`src/sv/assert_macros.svh`:
```
// Assertion macros for the RTL of the priority queue.
`ifndef ASSERT_MACROS_SVH
`define ASSERT_MACROS_SVH

// Clocked property, disabled while reset is asserted.
`define ASSERT_CLK(label, clk, rst_n, prop, msg) \
    label: assert property (@(posedge clk) disable iff (!rst_n) prop) else $error(msg);

// Clocked property that must never be true, disabled while reset is asserted.
`define ASSERT_NEVER(label, clk, rst_n, prop, msg) \
    label: assert property (@(posedge clk) disable iff (!rst_n) !(prop)) else $error(msg);

`endif

```
`src/sv/spq_pkg.sv`:
```
// Shared constants, types and codes of the sorted priority queue.
package spq_pkg;

    localparam int CAPACITY      = 16;
    localparam int PAYLOAD_WIDTH = 32;

    localparam int KEY_W  = 32;
    localparam int DATA_W = 32;
    localparam int OCC_W  = 5;
    localparam int PAY_W  = (PAYLOAD_WIDTH < DATA_W) ? PAYLOAD_WIDTH : DATA_W;
    localparam int CNT_W  = $clog2(CAPACITY + 1);

    typedef enum logic {
        CMD_INSERT = 1'b0,
        CMD_REMOVE = 1'b1
    } cmd_t;

    typedef enum logic [1:0] {
        STATUS_DONE  = 2'd0,
        STATUS_EMPTY = 2'd1,
        STATUS_FULL  = 2'd2
    } status_t;

    typedef enum logic {
        ST_IDLE = 1'b0,
        ST_EXEC = 1'b1
    } state_t;

    // Commands from the controller to the datapath.
    typedef struct packed {
        logic load;   // capture the incoming word
        logic exec;   // run compare-and-shift on the captured word
    } dp_cmd_t;

endpackage

```
`src/sv/spq_ctrl.sv`:
```
// Controller state machine of the sorted priority queue.
module spq_ctrl (
    input  logic              clk,
    input  logic              rst_n,
    input  logic              start,
    output logic              busy,
    output logic              done,
    output spq_pkg::dp_cmd_t  dp_cmd
);

    spq_pkg::state_t state_reg;
    spq_pkg::state_t state_next;
    logic            done_reg;

    always_ff @(posedge clk or negedge rst_n)
    begin
        if (!rst_n)
        begin
            state_reg <= spq_pkg::ST_IDLE;
            done_reg  <= 1'b0;
        end
        else
        begin
            state_reg <= state_next;
            done_reg  <= (state_reg == spq_pkg::ST_EXEC);
        end
    end

    always_comb
    begin
        state_next = state_reg;
        unique case (state_reg)
            spq_pkg::ST_IDLE:
            begin
                if (start)
                begin
                    state_next = spq_pkg::ST_EXEC;
                end
            end
            spq_pkg::ST_EXEC:
            begin
                state_next = spq_pkg::ST_IDLE;
            end
            default:
            begin
                state_next = spq_pkg::ST_IDLE;
            end
        endcase
    end

    always_comb
    begin
        busy        = 1'b0;
        dp_cmd.load = 1'b0;
        dp_cmd.exec = 1'b0;
        unique case (state_reg)
            spq_pkg::ST_IDLE:
            begin
                dp_cmd.load = start;
            end
            spq_pkg::ST_EXEC:
            begin
                busy        = 1'b1;
                dp_cmd.exec = 1'b1;
            end
            default:
            begin
                busy = 1'b0;
            end
        endcase
    end

    assign done = done_reg;

endmodule

```
`src/sv/spq_datapath.sv`:
```
// Datapath: sorted entry registers with per-entry compare-and-shift.
module spq_datapath (
    input  logic                         clk,
    input  logic                         rst_n,
    input  spq_pkg::dp_cmd_t             dp_cmd,
    input  logic                         cmd,
    input  logic signed [spq_pkg::KEY_W-1:0]  in_key,
    input  logic [spq_pkg::DATA_W-1:0]   in_payload,
    output spq_pkg::status_t             res_status,
    output logic signed [spq_pkg::KEY_W-1:0]  res_key,
    output logic [spq_pkg::DATA_W-1:0]   res_payload,
    output logic [spq_pkg::OCC_W-1:0]    res_occupancy
);

    localparam int CAP = spq_pkg::CAPACITY;

    // Captured word
    spq_pkg::cmd_t                      cmd_reg;
    logic signed [spq_pkg::KEY_W-1:0]   key_reg;
    logic [spq_pkg::PAY_W-1:0]          pay_reg;

    // Entry registers, front at index 0
    logic signed [spq_pkg::KEY_W-1:0]   key_cell_reg  [CAP];
    logic signed [spq_pkg::KEY_W-1:0]   key_cell_next [CAP];
    logic [spq_pkg::PAY_W-1:0]          pay_cell_reg  [CAP];
    logic [spq_pkg::PAY_W-1:0]          pay_cell_next [CAP];

    logic [spq_pkg::CNT_W-1:0]          count_reg;
    logic [spq_pkg::CNT_W-1:0]          count_next;

    spq_pkg::status_t                   status_reg;
    spq_pkg::status_t                   status_next;
    logic signed [spq_pkg::KEY_W-1:0]   okey_reg;
    logic signed [spq_pkg::KEY_W-1:0]   okey_next;
    logic [spq_pkg::PAY_W-1:0]          opay_reg;
    logic [spq_pkg::PAY_W-1:0]          opay_next;

    logic                               full;
    logic                               empty;
    logic [CAP-1:0]                     after_vec;

    assign full  = (count_reg == spq_pkg::CNT_W'(CAP));
    assign empty = (count_reg == '0);

    // An entry stays in place when the new key goes behind it; the front
    // entry decides alone whether the new key may pass any entry at all.
    always_comb
    begin
        after_vec    = '0;
        after_vec[0] = !empty && (key_cell_reg[0] < key_reg);
        for (int i = 1; i < CAP; i++)
        begin
            after_vec[i] = after_vec[0] && (spq_pkg::CNT_W'(i) < count_reg)
                           && (key_cell_reg[i] <= key_reg);
        end
    end

    always_comb
    begin
        for (int i = 0; i < CAP; i++)
        begin
            key_cell_next[i] = key_cell_reg[i];
            pay_cell_next[i] = pay_cell_reg[i];
        end
        count_next  = count_reg;
        status_next = status_reg;
        okey_next   = okey_reg;
        opay_next   = opay_reg;

        if (dp_cmd.exec)
        begin
            okey_next   = '0;
            opay_next   = '0;
            status_next = spq_pkg::STATUS_DONE;
            case (cmd_reg)
                spq_pkg::CMD_INSERT:
                begin
                    if (full)
                    begin
                        status_next = spq_pkg::STATUS_FULL;
                    end
                    else
                    begin
                        if (!after_vec[0])
                        begin
                            key_cell_next[0] = key_reg;
                            pay_cell_next[0] = pay_reg;
                        end
                        for (int i = 1; i < CAP; i++)
                        begin
                            if (!after_vec[i])
                            begin
                                if (after_vec[i-1])
                                begin
                                    key_cell_next[i] = key_reg;
                                    pay_cell_next[i] = pay_reg;
                                end
                                else
                                begin
                                    key_cell_next[i] = key_cell_reg[i-1];
                                    pay_cell_next[i] = pay_cell_reg[i-1];
                                end
                            end
                        end
                        count_next = count_reg + 1'b1;
                    end
                end
                default:
                begin
                    if (empty)
                    begin
                        status_next = spq_pkg::STATUS_EMPTY;
                    end
                    else
                    begin
                        okey_next = key_cell_reg[0];
                        opay_next = pay_cell_reg[0];
                        for (int i = 0; i < CAP - 1; i++)
                        begin
                            key_cell_next[i] = key_cell_reg[i+1];
                            pay_cell_next[i] = pay_cell_reg[i+1];
                        end
                        count_next = count_reg - 1'b1;
                    end
                end
            endcase
        end
    end

    always_ff @(posedge clk or negedge rst_n)
    begin
        if (!rst_n)
        begin
            count_reg  <= '0;
            status_reg <= spq_pkg::STATUS_DONE;
        end
        else
        begin
            count_reg  <= count_next;
            status_reg <= status_next;
        end
    end

    always_ff @(posedge clk)
    begin
        if (dp_cmd.load)
        begin
            cmd_reg <= spq_pkg::cmd_t'(cmd);
            key_reg <= in_key;
            pay_reg <= spq_pkg::PAY_W'(in_payload);
        end
        for (int i = 0; i < CAP; i++)
        begin
            key_cell_reg[i] <= key_cell_next[i];
            pay_cell_reg[i] <= pay_cell_next[i];
        end
        okey_reg <= okey_next;
        opay_reg <= opay_next;
    end

    assign res_status    = status_reg;
    assign res_key       = okey_reg;
    assign res_payload   = spq_pkg::DATA_W'(opay_reg);
    assign res_occupancy = spq_pkg::OCC_W'(count_reg);

endmodule

```
`src/sv/sorted_priority_queue_core.sv`:
```
// An accepted word is captured; result and done are registered when the execute cycle ends.
// No word is accepted while busy; busy is high for the one execute cycle after acceptance.
// The execute cycle compares the new key against every entry at once and shifts in place.
// Results show for one cycle under done; the receiver cannot stall, so nothing is held back.
// Reset (rst_n low, asynchronous) empties the queue and returns the controller to idle.
`include "assert_macros.svh"

module sorted_priority_queue_core (
    input  logic                              clk,
    input  logic                              rst_n,
    input  logic                              start,
    output logic                              busy,
    output logic                              done,
    input  logic                              cmd,
    input  logic signed [spq_pkg::KEY_W-1:0]  in_key,
    input  logic [spq_pkg::DATA_W-1:0]        in_payload,
    output logic [1:0]                        status,
    output logic signed [spq_pkg::KEY_W-1:0]  out_key,
    output logic [spq_pkg::DATA_W-1:0]        out_payload,
    output logic [spq_pkg::OCC_W-1:0]         occupancy
);

    spq_pkg::dp_cmd_t  dp_cmd;
    spq_pkg::status_t  res_status;

    // Sequencer: idle until start, then the execute state, then strobe done.
    spq_ctrl u_ctrl (
        .clk    (clk),
        .rst_n  (rst_n),
        .start  (start),
        .busy   (busy),
        .done   (done),
        .dp_cmd (dp_cmd)
    );

    // Entry registers, compare-and-shift logic, entry count and result word.
    spq_datapath u_datapath (
        .clk           (clk),
        .rst_n         (rst_n),
        .dp_cmd        (dp_cmd),
        .cmd           (cmd),
        .in_key        (in_key),
        .in_payload    (in_payload),
        .res_status    (res_status),
        .res_key       (out_key),
        .res_payload   (out_payload),
        .res_occupancy (occupancy)
    );

    // Present the status code on the plain port.
    assign status = res_status;

    // An accepted word always yields its result strobe on done.
    `ASSERT_CLK(a_result_follows, clk, rst_n, (start && !busy) |-> ##2 done, "missing result strobe")

    // The controller is back in idle whenever a result is shown.
    `ASSERT_NEVER(a_done_while_busy, clk, rst_n, done && busy, "result shown while busy")

    // A rejected insert leaves the queue at full capacity.
    `ASSERT_CLK(a_full_occ, clk, rst_n, (done && status == spq_pkg::STATUS_FULL) |-> (occupancy == spq_pkg::OCC_W'(spq_pkg::CAPACITY)), "full status with wrong occupancy")

    // A failed insert or remove returns a zero word.
    `ASSERT_CLK(a_zero_word, clk, rst_n, (done && status != spq_pkg::STATUS_DONE) |-> (out_key == '0 && out_payload == '0), "failed operation returned data")

endmodule

```
`config.mk`:
```
export PLATFORM = sky130hd
export DESIGN_NAME = sorted_priority_queue_core
export DESIGN_NICKNAME = d
export VERILOG_FILES = /design/src/sv/spq_pkg.sv /design/src/sv/spq_ctrl.sv /design/src/sv/spq_datapath.sv /design/src/sv/sorted_priority_queue_core.sv
export VERILOG_INCLUDE_DIRS = /design/src /design/src/sv
export SDC_FILE = /design/constraint.sdc
export NUM_CORES = 2
export LEC_CHECK = 0
export BUFFER_PORTS_ARGS = -buffer_cell sky130_fd_sc_hd__buf_2
export CORE_MARGIN = 4
export CORE_UTILIZATION = 45
export CTS_CLUSTER_SIZE = 25
export DETAILED_ROUTE_END_ITERATION = 8
export GPL_TIMING_DRIVEN = 0
export PLACE_DENSITY = 0.61
export SLEW_MARGIN = 5
export SYNTH_ARGS = -nofsm -noshare
export SYNTH_HDL_FRONTEND = slang
export SYNTH_HIERARCHICAL = 1
export SYNTH_SLANG_ARGS = --single-unit
export TNS_END_PERCENT = 50
```
`constraint.sdc`:
```
create_clock -name clk -period 16.65 [get_ports clk]
set_clock_uncertainty 0.1 [all_clocks]
set_input_delay 3.33 -clock clk [delete_from_list [all_inputs] [get_ports clk]]
set_output_delay 3.33 -clock clk [all_outputs]
set_load 0.01 [all_outputs]
```
* Word level (Yosys, flattened, before mapping)
Memory sizes are Yosys's and may differ from the RTL's.
Index checks and enable logic that the tools add are counted.
** Word-level totals
- Output and inout bits :: 73
- Register bits :: 138
- Bits in writable memories :: 1024
- Bits of input ports :: 68
- Memories :: 2
** Operators by class
- Mux-type cells :: 82
- $lt $le $gt $ge :: 31
- Equality and inequality tests :: 3
- Add/sub/neg operators :: 2
- Bitwise logic cells :: 2
- Reductions and logical operators :: 35
** Memory list
- u_datapath.key_cell_reg :: depth 16, width 32, rd ports 16, clocked after memory_dff 0, write ports 16, line spq_datapath.sv:23 : logic signed [spq_pkg::KEY_W-1:0] key_cell_reg [CAP];
- u_datapath.pay_cell_reg :: depth 16, width 32, rd ports 16, clocked after memory_dff 0, write ports 16, line spq_datapath.sv:25 : logic [spq_pkg::PAY_W-1:0] pay_cell_reg [CAP];
** Operator list (count)
- 32-bit 2-to-1 mux :: 64
- 512-bit 2-to-1 mux :: 4
- 480-bit 2-to-1 mux :: 4
- 32-bit <= comparator :: 15
- 4-bit by 5-bit < comparator with 1-bit output, first input constant :: 8
- 32-bit < comparator :: 1
- 1-bit logical AND :: 31
- 3-bit by 5-bit < comparator with 1-bit output, first input constant :: 4
- 5-bit 2-to-1 mux :: 3
- 2-bit by 5-bit < comparator with 1-bit output, first input constant :: 2
- 5-bit by 1-bit adder with 5-bit output, second input constant :: 1
- 5-bit == test, second input constant :: 1
- 5-bit zero test :: 1
- 1-bit by 5-bit < comparator with 1-bit output, first input constant :: 1
- 5-bit by 1-bit subtractor with 5-bit output, second input constant :: 1
- 1-bit 2-to-1 mux :: 4
- 2-bit 2-to-1 mux :: 2
- 3-bit AND reduction :: 1
- 2-bit by 1-bit inequality test with 1-bit output, second input constant :: 1
- 2-bit inequality test, second input constant :: 1
- 1-bit inverter :: 2
- 1-bit one-hot mux with 2 select lines :: 1
- 2-bit OR reduction :: 1
- 1-bit zero test :: 1

* Longest topological paths before layout
- Word-level depth :: 10
- Mapped depth :: 13
- Depth with buffers taken out :: 10

* Hierarchy
Netlist, hierarchy kept.
** Modules (own cells, without submodules)
- spq_datapath :: cells each 6113, times used 1, area an instance 65898.2 um^2, seq. area each 34798.4 um^2
- spq_ctrl :: cells each 5, times used 1, area an instance 78.8 um^2, seq. area each 50.0 um^2

* Worst setup path after synthesis
No wires, ideal clock.
- Path kind :: register to register
- Start point :: reg u_datapath/key_reg[23] (netlist name)
- End point :: mem u_datapath/key_cell_reg[0][128] (netlist name) (enable)
- Setup time :: 0.507 ns
- Arrival :: 6.285 ns
- Buffers on the path :: 3
- Data required time :: 16.043 ns
- Stages on the path, launching flop included :: 13
- Period minus slack after synthesis :: 6.892 ns
- Path slack :: 9.758 ns
- Cells stage by stage :: edfxtp_1 > inv_1 > clkbuf_1 > ha_1 > nand2_1 > or4_4 > nor3_1 > a21oi_2 > and3_1 > and2_1 > buf_2 > buf_2 > a21oi_1
** RTL lines (line)
- end: declaration :: spq_datapath.sv:23

==> summary.txt <==
STA
  – Setup Viol. Count Final: 0
  – Worst slew margin: -0.0762
  – Final period util: 0.500
  – Crit path time final: roughly 8.3 ns
  – Final hold slack: roughly 0.38 ns
  – Final hold vios: 0
  – Max frequency: approximately 120 MHz
  – Least-Margin Pin Slew: roughly 1.6 ns
  – Fin Setup TNS: 0 ns
  – Fin. max-slew vios: 22
  – Unrepaired setup endpoints after global routing: false

Global routing
  – Initial antenna violation count: 14
  – Largest net degree at the start of global routing: 70
  – First-pass GRT wire length: about 400 mm
  – Total gr overflow: 0
  – Global Route Usage Sum: 0.367
  – Vias in the first global route: ~55000

Floorplanning
  – Starting Density: 0.453
  – Die ar.: 0.153 mm^2
  – Core area: between 0.1 and 0.15 mm^2
  – Chip Height: a little under 400 um
  – Number of cell rows: between 100 and 150
  – Total I/O pin count: about 140
  – Die Span X: 391 um

Critical path
  – CP Data Arrival Time: 8.68 ns
  – Kind of critical path: flip-flop to flip-flop
  – Critical Path RT: between 15 and 20 ns
  – CP endpoint kind: flip-flop
  – Worst-path fanout max: 27
  – Crit start category: flip-flop

Power
  – Net Switching: approximately 3.8 mW
  – Max IR drop VDD: between 100 and 150 uV
  – Combinational share of power: 0.287
  – Sequential Power Share: 0.417
  – Clock network fraction of total power: 0.295
  – Internal power: between 6 and 7 mW
  – P_leak: about 29 nW
  – Sw frac: 0.361
  – PwrDens: 139 mW/mm^2
  – Tot Pwr: approximately 10 mW

Place
  – Placed cell areas: 0.0704 mm^2
  – PortBufs: 140
  – GP Congestion: about 1.0
  – Placed cell count: approximately 8000
  – Post-DP HPWL: roughly 210 mm

Run status
  – Outcome: finished with violations
  – Violated checks: max-capacitance violations, max-slew violations

Cells and area
  – Post-route insts no fill: ~8500
  – Fillers: around 13000
  – Final Cell Area: around 0.075 mm^2
  – Multi-input logic area: 0.0289 mm^2
  – Synthesis-to-finish area growth: 13.5%
  – Storage element area: 0.0348 mm^2
  – Layout cell share with drive strength beyond 1: 0.0831
  – Fin nets: between 7000 and 8000

Yosys
  – Flops & latches, synth: roughly 1200
  – Yosys cell types: between 70 and 80
  – Post-Syn Instances: about 6100
  – Ys async rst share: 0.00775
  – Primary FF master, synth: edfxtp_1
  – Syn avg cell area: roughly 11 um^2
  – Total number of yosys warnings: 6
  – Synthesized net count: 6700
  – EDFF count, synth: 1153
  – Sequential fraction of the synthesis area: 0.528
  – Synthesized area: about 0.066 mm^2

Clock tree
  – CTS sink cnt: 1162
  – CTS tree: built
  – Post-CTS sizing: 0
  – CTS Buffer Depth: 3
  – Total CTS buffers: approximately 140
  – Root Driver: clkbuf_16
  – Post-CTS setup buffers: 0
  – Reg clk slew, reported paths: ~0.060 ns
  – CTS HTree Levels: 4
  – Hold-fix buffers at CTS: 0
  – Worst-skew pair later-pin latency: ~0.79 ns

Detailed routing
  – Vias per cell: 6.70
  – DR pass1 iterations: 7
  – # DRC: 0
  – Antenna-violating nets left: 0
  – Final WL: about 290 mm
  – Avg WL per Cell: ~34 um
  – 1st-iter DRT viols: a little under 8000
  – Via count: ~57000

Job
  – MaxCap Viol Count: 3

Min path
  – Min-delay worst type: flip-flop to flip-flop
==> worst paths after layout <==
| kind | endpoint | cells past startpoint | start | slack [ns] |
|---|---|---|---|---|
| worst max register to register | u_datapath/key_cell_reg[0][115] | 13 | u_datapath/key_reg[31] | 8.33 |
| worst min-delay path | u_ctrl/done | 0 | u_ctrl/state_reg | 0.38 |
| min in group asynchronous | u_ctrl/done | 1 | rst_n | 2.37 |
| worst max-delay path | u_datapath/key_cell_reg[0][115] | 13 | u_datapath/key_reg[31] | 8.33 |
| worst min register to register | u_ctrl/done | 0 | u_ctrl/state_reg | 0.38 |
| max in group asynchronous | u_datapath/res_occupancy[0] | 1 | rst_n | 13.80 |
==> kinds of logic after synthesis <==
| family | Yosys count | share of synthesized area |
|---|---|---|
| multiplexers | 324 | 0.0504 |
| buffers and inverters | 604 | 0.0369 |
| AND/OR/NAND/NOR | 2105 | 0.142 |
| adder cells (fa/ha/maj) | 514 | 0.0975 |
| flip-flops | 1162 | 0.528 |
| XOR/XNOR | 4 | 0.000531 |
| AO/OA/AOI/OAI | 1405 | 0.145 |
==> layer usage <==
layer,track usage,routed length [um],vias up
li1,-,-,24000
met1,0.471,111000,28200
met2,0.535,120000,3779
met3,0.101,31000,839
met4,0.258,24500,12
met5,0,82,-
==> synth_stat cells (11+ instances only) <==
cell / n / area share
a211oi_1: 25 / 0.0028
a21o_1: 48 / 0.0055
a21oi_1: 247 / 0.019
a221o_1: 127 / 0.019
and2_1: 11 / 0.0010
and3_1: 74 / 0.0070
and4_1: 18 / 0.0024
buf_1: 45 / 0.0026
buf_2: 55 / 0.0042
buf_4: 17 / 0.0019
clkbuf_1: 351 / 0.020
edfxtp_1: 1153 / 0.52
ha_1: 514 / 0.097
inv_1: 131 / 0.0075
mux2_1: 17 / 0.0029
mux2_2: 48 / 0.0082
mux2i_1: 259 / 0.039
nand2_1: 1123 / 0.064
nand3_1: 557 / 0.042
nand4_1: 86 / 0.0082
nor2_1: 149 / 0.0085
nor2b_1: 19 / 0.0018
nor3_1: 27 / 0.0020
o211ai_1: 522 / 0.059
o21a_1: 16 / 0.0018
o21ai_0: 254 / 0.019
o21ai_1: 64 / 0.0049
o221ai_1: 11 / 0.0015
==> per-stage QoR <==
step | utilization | setup WS, ns
after detailed placement | 0.483 | 8.53
after global routing | 0.514 | 8.54
after global placement | 0.474 | 2.82
after CTS | 0.513 | 8.49
final | 0.514 | 8.33
after floorplan | - | 9.76
==> placed cells by master (no fill, tap or decap), types with 11 or more instances in the layout <==
cell       count
clkbuf_1     379
ha_1         514
nand4_1       86
and2_1        11
nand3_1      557
o211ai_1     522
o21ai_0      253
nor2b_1       19
mux2_2        48
a21o_1        48
o21a_1        16
nor2_1       139
o221ai_1      11
clkinv_2      13
and4_1        18
buf_1         45
buf_16        15
inv_1        131
clkbuf_16    143
a21oi_1      242
o21ai_1       64
buf_12        32
diode_2       11
bufinv_16     12
buf_2        196
edfxtp_1    1153
buf_4         21
nand2_1     1122
and3_1        74
nor3_1        23
a221o_1      127
clkinv_1      25
a211oi_1      25
mux2i_1      259
mux2_1        17
==> power groups by stage <==
stage	sequential, mW	clock (mW)	combinational [mW]
floorplan	4.24	0	1.71
global placement	4.46	0	2.71
detailed placement	4.38	0	2.89
CTS	4.33	3.12	2.90
global route	4.38	3.23	3.18
finish	4.36	3.08	3.00
==> worst max-delay path: stages, from the launching register on <==
cell,delay (ns)
edfxtp_1,0.65
inv_1,0.60
ha_1,0.70
nand4_1,0.14
nor2_1,0.83
nand3_1,0.39
a2bb2oi_1,0.94
nor3_1,0.38
o311ai_0,0.62
clkbuf_2,0.78
clkbuf_1,0.62
nor2_1,0.16
nor2_4,0.67
buf_12,0.29
==> final cells by class <==
type,count,share of cell area
inverters,131,0.00657
repair buffers,193,0.0241
well taps,1917,0.0320
clock buffers,181,0.0498
clock inverters,65,0.00976
diodes,11,0.000368
flip-flops and latches,1162,0.465
multi-input cells,4352,0.386
plain buffers,473,0.0261
No activity file was read; power rests on OpenSTA's default activity.
